<file path="config.mk">
export PLATFORM = sky130hd
export DESIGN_NAME = marching_squares_cell_segments_top_flat
export DESIGN_NICKNAME = d
export VERILOG_FILES = /design/src/rtl/msq_pkg.sv /design/src/rtl/msq_if.sv /design/src/rtl/msq_seg_front.sv /design/src/rtl/msq_div_cell.sv /design/src/rtl/marching_squares_cell_segments_top.sv /design/src/flat_wrapper.sv
export VERILOG_INCLUDE_DIRS = /design/src /design/src/rtl
export SDC_FILE = /design/constraint.sdc
export NUM_CORES = 2
export LEC_CHECK = 0
export ABC_AREA = 0
export BUFFER_PORTS_ARGS = -buffer_cell sky130_fd_sc_hd__clkbuf_2
export CAP_MARGIN = 0
export CORE_MARGIN = 4
export CORE_UTILIZATION = 43
export CTS_BUF_LIST = sky130_fd_sc_hd__clkbuf_2 sky130_fd_sc_hd__clkbuf_4 sky130_fd_sc_hd__clkbuf_8
export CTS_CLUSTER_SIZE = 16
export DETAILED_ROUTE_END_ITERATION = 16
export SETUP_SLACK_MARGIN = 0.3
export SLEW_MARGIN = 10
export SYNTH_ARGS = -nofsm -noshare
export SYNTH_HDL_FRONTEND = slang
export SYNTH_HIERARCHICAL = 1
export SYNTH_SLANG_ARGS = --single-unit
</file>
<file path="constraint.sdc">
create_clock -name clk -period 428.2 [get_ports clk]
set_input_delay 128.46 -clock clk [delete_from_list [all_inputs] [get_ports clk]]
set_output_delay 128.46 -clock clk [all_outputs]
set_load 0.01 [all_outputs]
</file>
<file path="src/rtl/marching_squares_cell_segments_top_defines.svh">
// Assertion macros for the marching squares segment top level
`ifndef MARCHING_SQUARES_CELL_SEGMENTS_TOP_DEFINES_SVH
`define MARCHING_SQUARES_CELL_SEGMENTS_TOP_DEFINES_SVH

// same-cycle implication, disabled during reset
`define MSQ_ASSERT_NOW(lbl, ante, cons) \
  lbl: assert property (@(posedge clk) disable iff (!rst_n) (ante) |-> (cons)) \
    else $error("msq check failed");

// next-cycle implication, disabled during reset
`define MSQ_ASSERT_NEXT(lbl, ante, cons) \
  lbl: assert property (@(posedge clk) disable iff (!rst_n) (ante) |=> (cons)) \
    else $error("msq check failed");

`endif

</file>
<file path="src/rtl/msq_pkg.sv">
// Package: default widths and the segment table for the marching squares block
package msq_pkg;

  localparam int GRID_BITS_DEF   = 10;
  localparam int FRAC_BITS_DEF   = 12;
  localparam int SAMPLE_BITS_DEF = 16;

  // per case, per segment: {a, b, c, d} corner pairs of the two endpoints
  localparam logic [7:0] SEG_TBL [16][2] = '{
    '{8'h00, 8'h00},
    '{{2'd0, 2'd2, 2'd0, 2'd1}, 8'h00},
    '{{2'd0, 2'd1, 2'd1, 2'd3}, 8'h00},
    '{{2'd0, 2'd2, 2'd1, 2'd3}, 8'h00},
    '{{2'd0, 2'd2, 2'd2, 2'd3}, 8'h00},
    '{{2'd0, 2'd1, 2'd2, 2'd3}, 8'h00},
    '{{2'd0, 2'd1, 2'd0, 2'd2}, {2'd2, 2'd3, 2'd1, 2'd3}},
    '{{2'd2, 2'd3, 2'd1, 2'd3}, 8'h00},
    '{{2'd2, 2'd3, 2'd1, 2'd3}, 8'h00},
    '{{2'd0, 2'd1, 2'd1, 2'd3}, {2'd2, 2'd3, 2'd0, 2'd2}},
    '{{2'd0, 2'd1, 2'd2, 2'd3}, 8'h00},
    '{{2'd0, 2'd2, 2'd2, 2'd3}, 8'h00},
    '{{2'd0, 2'd2, 2'd1, 2'd3}, 8'h00},
    '{{2'd0, 2'd1, 2'd1, 2'd3}, 8'h00},
    '{{2'd0, 2'd1, 2'd0, 2'd2}, 8'h00},
    '{8'h00, 8'h00}
  };

  localparam logic [1:0] SEG_CNT [16] = '{
    2'd0, 2'd1, 2'd1, 2'd1, 2'd1, 2'd1, 2'd2, 2'd1,
    2'd1, 2'd2, 2'd1, 2'd1, 2'd1, 2'd1, 2'd1, 2'd0
  };

endpackage

</file>
<file path="src/rtl/msq_if.sv">
// Channel interfaces: cell words in, segment words out
interface msq_in_if #(
  parameter int GRID_BITS   = 10,
  parameter int SAMPLE_BITS = 16
) ();
  logic                          valid;
  logic                          ready;
  logic [GRID_BITS-1:0]          cell_x;
  logic [GRID_BITS-1:0]          cell_y;
  logic signed [SAMPLE_BITS-1:0] value_top_left;
  logic signed [SAMPLE_BITS-1:0] value_top_right;
  logic signed [SAMPLE_BITS-1:0] value_bottom_left;
  logic signed [SAMPLE_BITS-1:0] value_bottom_right;
  modport source (output valid, cell_x, cell_y, value_top_left, value_top_right,
                  value_bottom_left, value_bottom_right, input ready);
  modport sink (input valid, cell_x, cell_y, value_top_left, value_top_right,
                value_bottom_left, value_bottom_right, output ready);
endinterface

interface msq_out_if #(
  parameter int COORD_BITS = 23
) ();
  logic                  valid;
  logic                  ready;
  logic [3:0]            case_index;
  logic [COORD_BITS-1:0] start_x;
  logic [COORD_BITS-1:0] start_y;
  logic [COORD_BITS-1:0] end_x;
  logic [COORD_BITS-1:0] end_y;
  logic                  last_segment;
  modport source (output valid, case_index, start_x, start_y, end_x, end_y,
                  last_segment, input ready);
  modport sink (input valid, case_index, start_x, start_y, end_x, end_y,
                last_segment, output ready);
endinterface

</file>
<file path="src/rtl/msq_seg_front.sv">
// Cell register, segment issue to divider row: one word per cycle while en is high
module msq_seg_front #(
  parameter int GRID_BITS   = 10,
  parameter int FRAC_BITS   = 12,
  parameter int SAMPLE_BITS = 16,
  parameter int REM_W       = SAMPLE_BITS + FRAC_BITS + 1,
  parameter int SIDE_W      = 5 + 2 * (2 * (GRID_BITS + FRAC_BITS + 1) + 1)
) (
  input  logic                          clk,
  input  logic                          rst_n,
  input  logic                          en,
  input  logic                          in_valid,
  output logic                          in_ready,
  input  logic [GRID_BITS-1:0]          cell_x,
  input  logic [GRID_BITS-1:0]          cell_y,
  input  logic signed [SAMPLE_BITS-1:0] value_tl,
  input  logic signed [SAMPLE_BITS-1:0] value_tr,
  input  logic signed [SAMPLE_BITS-1:0] value_bl,
  input  logic signed [SAMPLE_BITS-1:0] value_br,
  output logic                          seg_valid,
  output logic [REM_W-1:0]              seg_rem [2],
  output logic [SAMPLE_BITS-1:0]        seg_den [2],
  output logic [SIDE_W-1:0]             seg_side
);
  import msq_pkg::*;

  localparam int COORD_BITS = GRID_BITS + FRAC_BITS + 1;

  logic                          valid_r;
  logic                          k_r;
  logic [GRID_BITS-1:0]          cx_r, cy_r;
  logic signed [SAMPLE_BITS-1:0] s_r [4];
  logic [3:0]                    cs;
  logic [1:0]                    cnt;
  logic                          done;
  logic [7:0]                    pairs;
  logic [1:0]                    ca [2];
  logic [1:0]                    cb [2];
  logic [COORD_BITS-1:0]         bx [2];
  logic [COORD_BITS-1:0]         by [2];
  logic                          vert [2];

  function automatic logic [SAMPLE_BITS-1:0] mag_s(input logic signed [SAMPLE_BITS:0] v);
    logic signed [SAMPLE_BITS:0] m;
    m = v[SAMPLE_BITS] ? -v : v;
    return m[SAMPLE_BITS-1:0];
  endfunction

  assign cs    = {s_r[3][SAMPLE_BITS-1], s_r[2][SAMPLE_BITS-1],
                  s_r[1][SAMPLE_BITS-1], s_r[0][SAMPLE_BITS-1]};
  assign cnt   = SEG_CNT[cs];
  assign done  = (cnt != 2'd2) || k_r;
  assign pairs = SEG_TBL[cs][k_r];
  assign in_ready  = en && (!valid_r || done);
  assign seg_valid = valid_r && (cnt != 2'd0);

  always_comb begin
    ca[0] = pairs[7:6];
    cb[0] = pairs[5:4];
    ca[1] = pairs[3:2];
    cb[1] = pairs[1:0];
    for (int e = 0; e < 2; e++) begin
      logic signed [SAMPLE_BITS:0] va, vb;
      logic [SAMPLE_BITS-1:0]      num;
      va = {s_r[ca[e]][SAMPLE_BITS-1], s_r[ca[e]]};
      vb = {s_r[cb[e]][SAMPLE_BITS-1], s_r[cb[e]]};
      num = mag_s(va);
      seg_den[e] = mag_s(vb - va);
      seg_rem[e] = {1'b0, num, {FRAC_BITS{1'b0}}}
                   + REM_W'(seg_den[e] >> 1);
      bx[e] = {{1'b0, cx_r} + (GRID_BITS + 1)'(ca[e][0]), {FRAC_BITS{1'b0}}};
      by[e] = {{1'b0, cy_r} + (GRID_BITS + 1)'(ca[e][1]), {FRAC_BITS{1'b0}}};
      vert[e] = (ca[e][0] == cb[e][0]);
    end
  end

  assign seg_side = {cs, done, bx[0], by[0], vert[0], bx[1], by[1], vert[1]};

  always_ff @(posedge clk) begin
    if (!rst_n) begin
      valid_r <= 1'b0;
      k_r     <= 1'b0;
    end else if (en) begin
      if (in_valid && in_ready) begin
        valid_r <= 1'b1;
        k_r     <= 1'b0;
      end else if (valid_r && !done) begin
        k_r <= 1'b1;
      end else begin
        valid_r <= 1'b0;
      end
    end
  end

  always_ff @(posedge clk) begin
    if (in_valid && in_ready) begin
      cx_r   <= cell_x;
      cy_r   <= cell_y;
      s_r[0] <= value_tl;
      s_r[1] <= value_tr;
      s_r[2] <= value_bl;
      s_r[3] <= value_br;
    end
  end
endmodule

</file>
<file path="src/rtl/msq_div_cell.sv">
// Divider cell: one restoring quotient bit for both endpoints, sideband passed on
module msq_div_cell #(
  parameter int BIT         = 0,
  parameter int SAMPLE_BITS = 16,
  parameter int FRAC_BITS   = 12,
  parameter int REM_W       = SAMPLE_BITS + FRAC_BITS + 1,
  parameter int SIDE_W      = 8
) (
  input  logic                   clk,
  input  logic                   rst_n,
  input  logic                   en,
  input  logic                   valid_i,
  input  logic [REM_W-1:0]       rem_i  [2],
  input  logic [SAMPLE_BITS-1:0] den_i  [2],
  input  logic [FRAC_BITS:0]     q_i    [2],
  input  logic [SIDE_W-1:0]      side_i,
  output logic                   valid_o,
  output logic [REM_W-1:0]       rem_o  [2],
  output logic [SAMPLE_BITS-1:0] den_o  [2],
  output logic [FRAC_BITS:0]     q_o    [2],
  output logic [SIDE_W-1:0]      side_o
);
  logic                   valid_r;
  logic [REM_W-1:0]       rem_r [2];
  logic [REM_W-1:0]       rem_nxt [2];
  logic [SAMPLE_BITS-1:0] den_r [2];
  logic [FRAC_BITS:0]     q_r [2];
  logic [FRAC_BITS:0]     q_nxt [2];
  logic [SIDE_W-1:0]      side_r;

  always_comb begin
    for (int e = 0; e < 2; e++) begin
      logic [REM_W-1:0] dsh;
      dsh = REM_W'(den_i[e]) << BIT;
      rem_nxt[e] = rem_i[e];
      q_nxt[e]   = q_i[e];
      if (rem_i[e] >= dsh) begin
        rem_nxt[e]    = rem_i[e] - dsh;
        q_nxt[e][BIT] = 1'b1;
      end
    end
  end

  always_ff @(posedge clk) begin
    if (!rst_n) begin
      valid_r <= 1'b0;
    end else if (en) begin
      valid_r <= valid_i;
    end
  end

  always_ff @(posedge clk) begin
    if (en) begin
      rem_r  <= rem_nxt;
      den_r  <= den_i;
      q_r    <= q_nxt;
      side_r <= side_i;
    end
  end

  assign valid_o = valid_r;
  assign rem_o   = rem_r;
  assign den_o   = den_r;
  assign q_o     = q_r;
  assign side_o  = side_r;
endmodule

</file>
<file path="src/rtl/marching_squares_cell_segments_top.sv">
// Top level: marching squares contour segments for one grid cell per word
//
// in_chan takes one cell word: position of the top-left grid point and the
// four signed corner samples. out_chan gives one segment word per segment:
// case index, two fixed-point endpoints and a flag on the cell's last one.
// Cells with every corner inside or every corner outside give no segment word.
// An accepted cell passes the cell register, the divider row and the output
// register before its first segment word. Throughput: one segment word per
// cycle while out_chan does not stall, set by the issue register feeding
// the divider row one segment at a time; an ambiguous cell issues two.
// The divider row holds FRAC_BITS + 1 cells, one quotient bit each, with
// the two endpoint crossings of a segment worked side by side.
// Reset clears the valid bits of every stage; no word is in flight after it.
// When out_chan stalls, the whole row holds and in_chan ready drops; no cell
// is taken until the waiting output word is accepted.
module marching_squares_cell_segments_top #(
  parameter int GRID_BITS   = msq_pkg::GRID_BITS_DEF,
  parameter int FRAC_BITS   = msq_pkg::FRAC_BITS_DEF,
  parameter int SAMPLE_BITS = msq_pkg::SAMPLE_BITS_DEF
) (
  input  logic         clk,
  input  logic         rst_n,
  msq_in_if.sink       in_chan,
  msq_out_if.source    out_chan
);
  `include "marching_squares_cell_segments_top_defines.svh"

  localparam int COORD_BITS = GRID_BITS + FRAC_BITS + 1;
  localparam int REM_W      = SAMPLE_BITS + FRAC_BITS + 1;
  localparam int SIDE_W     = 5 + 2 * (2 * COORD_BITS + 1);
  localparam int NCELL      = FRAC_BITS + 1;

  logic                   en;
  logic                   out_valid_r;
  logic                   st_valid [NCELL+1];
  logic [REM_W-1:0]       st_rem   [NCELL+1][2];
  logic [SAMPLE_BITS-1:0] st_den   [NCELL+1][2];
  logic [FRAC_BITS:0]     st_q     [NCELL+1][2];
  logic [SIDE_W-1:0]      st_side  [NCELL+1];

  logic [3:0]             l_cs;
  logic                   l_last;
  logic [COORD_BITS-1:0]  l_bx [2];
  logic [COORD_BITS-1:0]  l_by [2];
  logic                   l_vert [2];
  logic [COORD_BITS-1:0]  px [2];
  logic [COORD_BITS-1:0]  py [2];

  assign en = !out_valid_r || out_chan.ready;

  msq_seg_front #(
    .GRID_BITS(GRID_BITS), .FRAC_BITS(FRAC_BITS), .SAMPLE_BITS(SAMPLE_BITS),
    .REM_W(REM_W), .SIDE_W(SIDE_W)
  ) u_front (
    .clk(clk), .rst_n(rst_n), .en(en),
    .in_valid(in_chan.valid), .in_ready(in_chan.ready),
    .cell_x(in_chan.cell_x), .cell_y(in_chan.cell_y),
    .value_tl(in_chan.value_top_left), .value_tr(in_chan.value_top_right),
    .value_bl(in_chan.value_bottom_left), .value_br(in_chan.value_bottom_right),
    .seg_valid(st_valid[0]), .seg_rem(st_rem[0]), .seg_den(st_den[0]),
    .seg_side(st_side[0])
  );

  assign st_q[0][0] = '0;
  assign st_q[0][1] = '0;

  for (genvar g = 0; g < NCELL; g++) begin : g_cell
    msq_div_cell #(
      .BIT(FRAC_BITS - g), .SAMPLE_BITS(SAMPLE_BITS), .FRAC_BITS(FRAC_BITS),
      .REM_W(REM_W), .SIDE_W(SIDE_W)
    ) u_cell (
      .clk(clk), .rst_n(rst_n), .en(en),
      .valid_i(st_valid[g]), .rem_i(st_rem[g]), .den_i(st_den[g]),
      .q_i(st_q[g]), .side_i(st_side[g]),
      .valid_o(st_valid[g+1]), .rem_o(st_rem[g+1]), .den_o(st_den[g+1]),
      .q_o(st_q[g+1]), .side_o(st_side[g+1])
    );
  end

  assign {l_cs, l_last, l_bx[0], l_by[0], l_vert[0], l_bx[1], l_by[1], l_vert[1]}
    = st_side[NCELL];

  always_comb begin
    for (int e = 0; e < 2; e++) begin
      px[e] = l_bx[e] + (l_vert[e] ? '0 : COORD_BITS'(st_q[NCELL][e]));
      py[e] = l_by[e] + (l_vert[e] ? COORD_BITS'(st_q[NCELL][e]) : '0);
    end
  end

  always_ff @(posedge clk) begin
    if (!rst_n) begin
      out_valid_r <= 1'b0;
    end else if (en) begin
      out_valid_r <= st_valid[NCELL];
    end
  end

  always_ff @(posedge clk) begin
    if (en) begin
      out_chan.case_index   <= l_cs;
      out_chan.start_x      <= px[0];
      out_chan.start_y      <= py[0];
      out_chan.end_x        <= px[1];
      out_chan.end_y        <= py[1];
      out_chan.last_segment <= l_last;
    end
  end

  assign out_chan.valid = out_valid_r;

  `MSQ_ASSERT_NOW(a_ready_needs_advance, in_chan.ready, en)
  `MSQ_ASSERT_NEXT(a_stall_keeps_word, out_valid_r && !out_chan.ready, out_valid_r)
  `MSQ_ASSERT_NEXT(a_row_feeds_output, en && st_valid[NCELL], out_valid_r)
  `MSQ_ASSERT_NOW(a_no_empty_case, out_valid_r,
                  out_chan.case_index != 4'd0 && out_chan.case_index != 4'd15)
endmodule

</file>
<file path="src/flat_wrapper.sv">
// flat-port wrapper written by rule: the top's interface ports become plain ports
module marching_squares_cell_segments_top_flat import msq_pkg::*;
#(
  parameter int GRID_BITS   = msq_pkg::GRID_BITS_DEF,
  parameter int FRAC_BITS   = msq_pkg::FRAC_BITS_DEF,
  parameter int SAMPLE_BITS = msq_pkg::SAMPLE_BITS_DEF
)
  (clk, rst_n, in_chan_valid, in_chan_cell_x, in_chan_cell_y, in_chan_value_top_left, in_chan_value_top_right, in_chan_value_bottom_left, in_chan_value_bottom_right, in_chan_ready, out_chan_valid, out_chan_case_index, out_chan_start_x, out_chan_start_y, out_chan_end_x, out_chan_end_y, out_chan_last_segment, out_chan_ready);
  msq_in_if #(.GRID_BITS(GRID_BITS), .SAMPLE_BITS(SAMPLE_BITS)) in_chan_i ();
  msq_out_if #(.COORD_BITS(((GRID_BITS_DEF) + (FRAC_BITS_DEF) + 1))) out_chan_i ();
  input  logic clk;
  input  logic rst_n;
  input wire logic [$bits(in_chan_i.valid)-1:0] in_chan_valid;
  input wire logic [$bits(in_chan_i.cell_x)-1:0] in_chan_cell_x;
  input wire logic [$bits(in_chan_i.cell_y)-1:0] in_chan_cell_y;
  input wire logic [$bits(in_chan_i.value_top_left)-1:0] in_chan_value_top_left;
  input wire logic [$bits(in_chan_i.value_top_right)-1:0] in_chan_value_top_right;
  input wire logic [$bits(in_chan_i.value_bottom_left)-1:0] in_chan_value_bottom_left;
  input wire logic [$bits(in_chan_i.value_bottom_right)-1:0] in_chan_value_bottom_right;
  output wire logic [$bits(in_chan_i.ready)-1:0] in_chan_ready;
  output wire logic [$bits(out_chan_i.valid)-1:0] out_chan_valid;
  output wire logic [$bits(out_chan_i.case_index)-1:0] out_chan_case_index;
  output wire logic [$bits(out_chan_i.start_x)-1:0] out_chan_start_x;
  output wire logic [$bits(out_chan_i.start_y)-1:0] out_chan_start_y;
  output wire logic [$bits(out_chan_i.end_x)-1:0] out_chan_end_x;
  output wire logic [$bits(out_chan_i.end_y)-1:0] out_chan_end_y;
  output wire logic [$bits(out_chan_i.last_segment)-1:0] out_chan_last_segment;
  input wire logic [$bits(out_chan_i.ready)-1:0] out_chan_ready;
  assign in_chan_i.valid = in_chan_valid;
  assign in_chan_i.cell_x = in_chan_cell_x;
  assign in_chan_i.cell_y = in_chan_cell_y;
  assign in_chan_i.value_top_left = in_chan_value_top_left;
  assign in_chan_i.value_top_right = in_chan_value_top_right;
  assign in_chan_i.value_bottom_left = in_chan_value_bottom_left;
  assign in_chan_i.value_bottom_right = in_chan_value_bottom_right;
  assign in_chan_ready = in_chan_i.ready;
  assign out_chan_valid = out_chan_i.valid;
  assign out_chan_case_index = out_chan_i.case_index;
  assign out_chan_start_x = out_chan_i.start_x;
  assign out_chan_start_y = out_chan_i.start_y;
  assign out_chan_end_x = out_chan_i.end_x;
  assign out_chan_end_y = out_chan_i.end_y;
  assign out_chan_last_segment = out_chan_i.last_segment;
  assign out_chan_i.ready = out_chan_ready;
  marching_squares_cell_segments_top #(.GRID_BITS(GRID_BITS), .FRAC_BITS(FRAC_BITS), .SAMPLE_BITS(SAMPLE_BITS)) u_core (.clk(clk), .rst_n(rst_n), .in_chan(in_chan_i), .out_chan(out_chan_i));
endmodule
</file>
==> flow_summary.yaml <==
placed_design:
  numPortBuffers: 186
  place_hpwl_um: 179000
  place_congestion: 0.936
  dp_cells: 13200
worst_setup_path:
  critPathMostFrequentCell: "clkbuf_2"
  startpoint: "out_chan_ready"
  setup.worst_path.start_class: "input pin"
  cp_top_family: "simple AND/OR/NAND/NOR gates"
  critPathBufInv: 2
  path_cells: "clkbuf_2 -> nand2b_4 -> nor2b_1 -> clkbuf_2"
  end_kind: "primary output"
  crit_path_top_delay_cell: "nand2b_4"
  crit_arrival_ns: 129.70
  reg2reg_depth: 38
  worstReg2RegEnd: "u_core/g_cell[0].u_cell/rem_o[24]$_DFFE_PP_"
  r2r_start: "u_core/u_front/s_r[1][15]$_DFFE_PP_"
  critical_path.max_fanout: 60
  rrSetupSlack_ns: 415.75
  worst-setup-path-type: "input pin to primary output"
  crit_required_ns: 299.74
  critical_path.max_stage_delay_ns: 0.63
power_and_ir_drop:
  p_leak_nw: 54.9
  pwr_density_cell_mw_per_mm2: 8.18
  power.total_mw: 1.18
  ir_drop_mv: 0.00397
synthesis:
  syn_area_mm2: 0.130
  synthCells: 9244
  synth_warnings: 6
  synth_area_per_cell_um2: 14.0
timing:
  setup_tns_ns: 0
  skew_ns: 0.0874
  setup_viol: 0
  slew_violations: 0
  max_freq_mhz: 3.87
  maxSlewHeadroom: 0.235
  fin_crit_ns: 258.16
  grt_setup_unrepaired: "no"
  hold_violations: 0
  fin_crit_sh: 0.603
  tightest_slew_ns: 1.15
  hold_slack_ns: 0.345
floorplan:
  chipHeight_um: 557
  start_util: 0.432
  coreArea_mm2: 0.300
  die_w_um: 557
  rows: 201
  design.portCount: 187
  dieArea_mm2: 0.310
cts:
  cts_max_path_buffers: 4
  cts_tree: "built"
  cts_made_buffers: 459
  cts-root-buf: "clkbuf_8"
  cts_setup_buffers: 0
  ctsResizeCount: 0
  cts_htree_levels: 5
  clkTransAtPathRegs_ns: 0.06
  cts_sinks: 2902
  clkLatencyLatePin_ns: 1.05
  cts_hold_buf: 0
drt:
  vias_per_cell: 5.20
  drc_errors: 0
  ant_nets: 0
  routed_wirelength_um: 252000
  dr.pass1.iters: 6
  drt_iter0_markers: 4786
  route.vias.total: 73200
  routedWlPerCell_um: 17.9
cells_and_area:
  utilization: 0.479
  nFillCells: 25800
  area_growth_pct: 10.9
  stdcell_count: 14100
  fin_nets: 10400
  drive_gt1_frac: 0.128
global_route:
  overflow: 0
  grt_pass1_wl_um: 396000
  antenna_found_initial: 11
  grtUsageTotal: 0.157
  grt_max_degree: 204
  grt_pass1_vias: 74200
run:
  max_cap_violations: 0
worst_hold_path:
  whs_endpoint: "u_core/g_cell[4].u_cell/side_o[60]$_DFFE_PP_"
  hp-start: "u_core/g_cell[3].u_cell/side_o[60]$_DFFE_PP_"
  min_path_type: "flop to flop"
  worstHoldPathCells: 0
status:
  outcome: "complete, no violations"
==> through the flow <==
step	setup slack (ns)	area, um2
detailed placement	170.00	135000
CTS	170.01	144000
floorplan	100.87	130000
global placement	170.01	135000
finish	170.04	144000
global route	169.92	144000
==> placed cells by master (no fill, tap or decap), types with 89 or more instances in the layout <==
master / n
edfxtp_1: 2886
inv_1: 591
a21oi_1: 584
nand2_1: 559
nor2_1: 550
ha_1: 516
clkbuf_8: 465
xnor2_1: 362
o21ai_0: 345
xor2_1: 250
nand3_1: 190
clkbuf_2: 186
clkbuf_4: 146
clkinv_1: 136
a21o_1: 132
nor2b_1: 121
nor3_1: 111
mux2_2: 92
nand2b_1: 89
==> sequential cells by signal, indices dropped and copies added, names as in the netlist <==
| name | flops |
|---|---|
| u_core/g_cell.u_cell/den_o | 384 |
| u_core/g_cell.u_cell/q_o | 338 |
| u_core/g_cell.u_cell/rem_o | 696 |
| u_core/g_cell.u_cell/side_o | 1287 |
| u_core/g_cell.u_cell/valid_o | 13 |
| u_core/out_chan.case_index | 4 |
| u_core/out_chan.end_x | 23 |
| u_core/out_chan.end_y | 23 |
| u_core/out_chan.last_segment | 1 |
| u_core/out_chan.start_x | 23 |
| u_core/out_chan.start_y | 23 |
| u_core/out_chan.valid | 1 |
| u_core/u_front/cx_r | 10 |
| u_core/u_front/cy_r | 10 |
| u_core/u_front/k_r | 1 |
| u_core/u_front/s_r | 64 |
| u_core/u_front/valid_r | 1 |
==> power breakdown <==
group | leakage, nW | total, mW | switching (mW) | internal (mW)
logic | 19.9 | 0.480 | 0.276 | 0.204
clock network | 4.79 | 0.228 | 0.105 | 0.124
registers | 30.3 | 0.468 | 0.0459 | 0.422
==> metal layers <==
layer,global-route usage,routed length (um),vias to the layer above
met2,0.271,122000,1825
met4,0.0751,11400,0
li1,-,-,35700
met5,0,0,-
met3,0.0240,10400,641
met1,0.194,107000,35000
==> worst max-delay path by stage <==
stage               cells past startpoint            end  slack (ns)
global route                            4  in_chan_ready      169.92
global placement                        4  in_chan_ready      170.01
CTS                                     4  in_chan_ready      170.01
floorplan                               2  in_chan_ready      100.87
finish                                  4  in_chan_ready      170.04
detailed placement                      4  in_chan_ready      170.00
==> layout make-up <==
| class | instances | area [um2] | share of cell area |
|---|---|---|---|
| Sequential cell | 2902 | 87000 | 0.605 |
| Tap cell | 3958 | 4950 | 0.0345 |
| Inverter | 594 | 2230 | 0.0155 |
| Multi-Input combinational cell | 5527 | 38900 | 0.271 |
| Antenna cell | 1 | 2.50 | 0.0000174 |
| Timing Repair Buffer | 251 | 1480 | 0.0103 |
| Clock inverter | 232 | 1630 | 0.0113 |
| Clock buffer | 611 | 7500 | 0.0522 |
(Power assumes the default switching activity.)
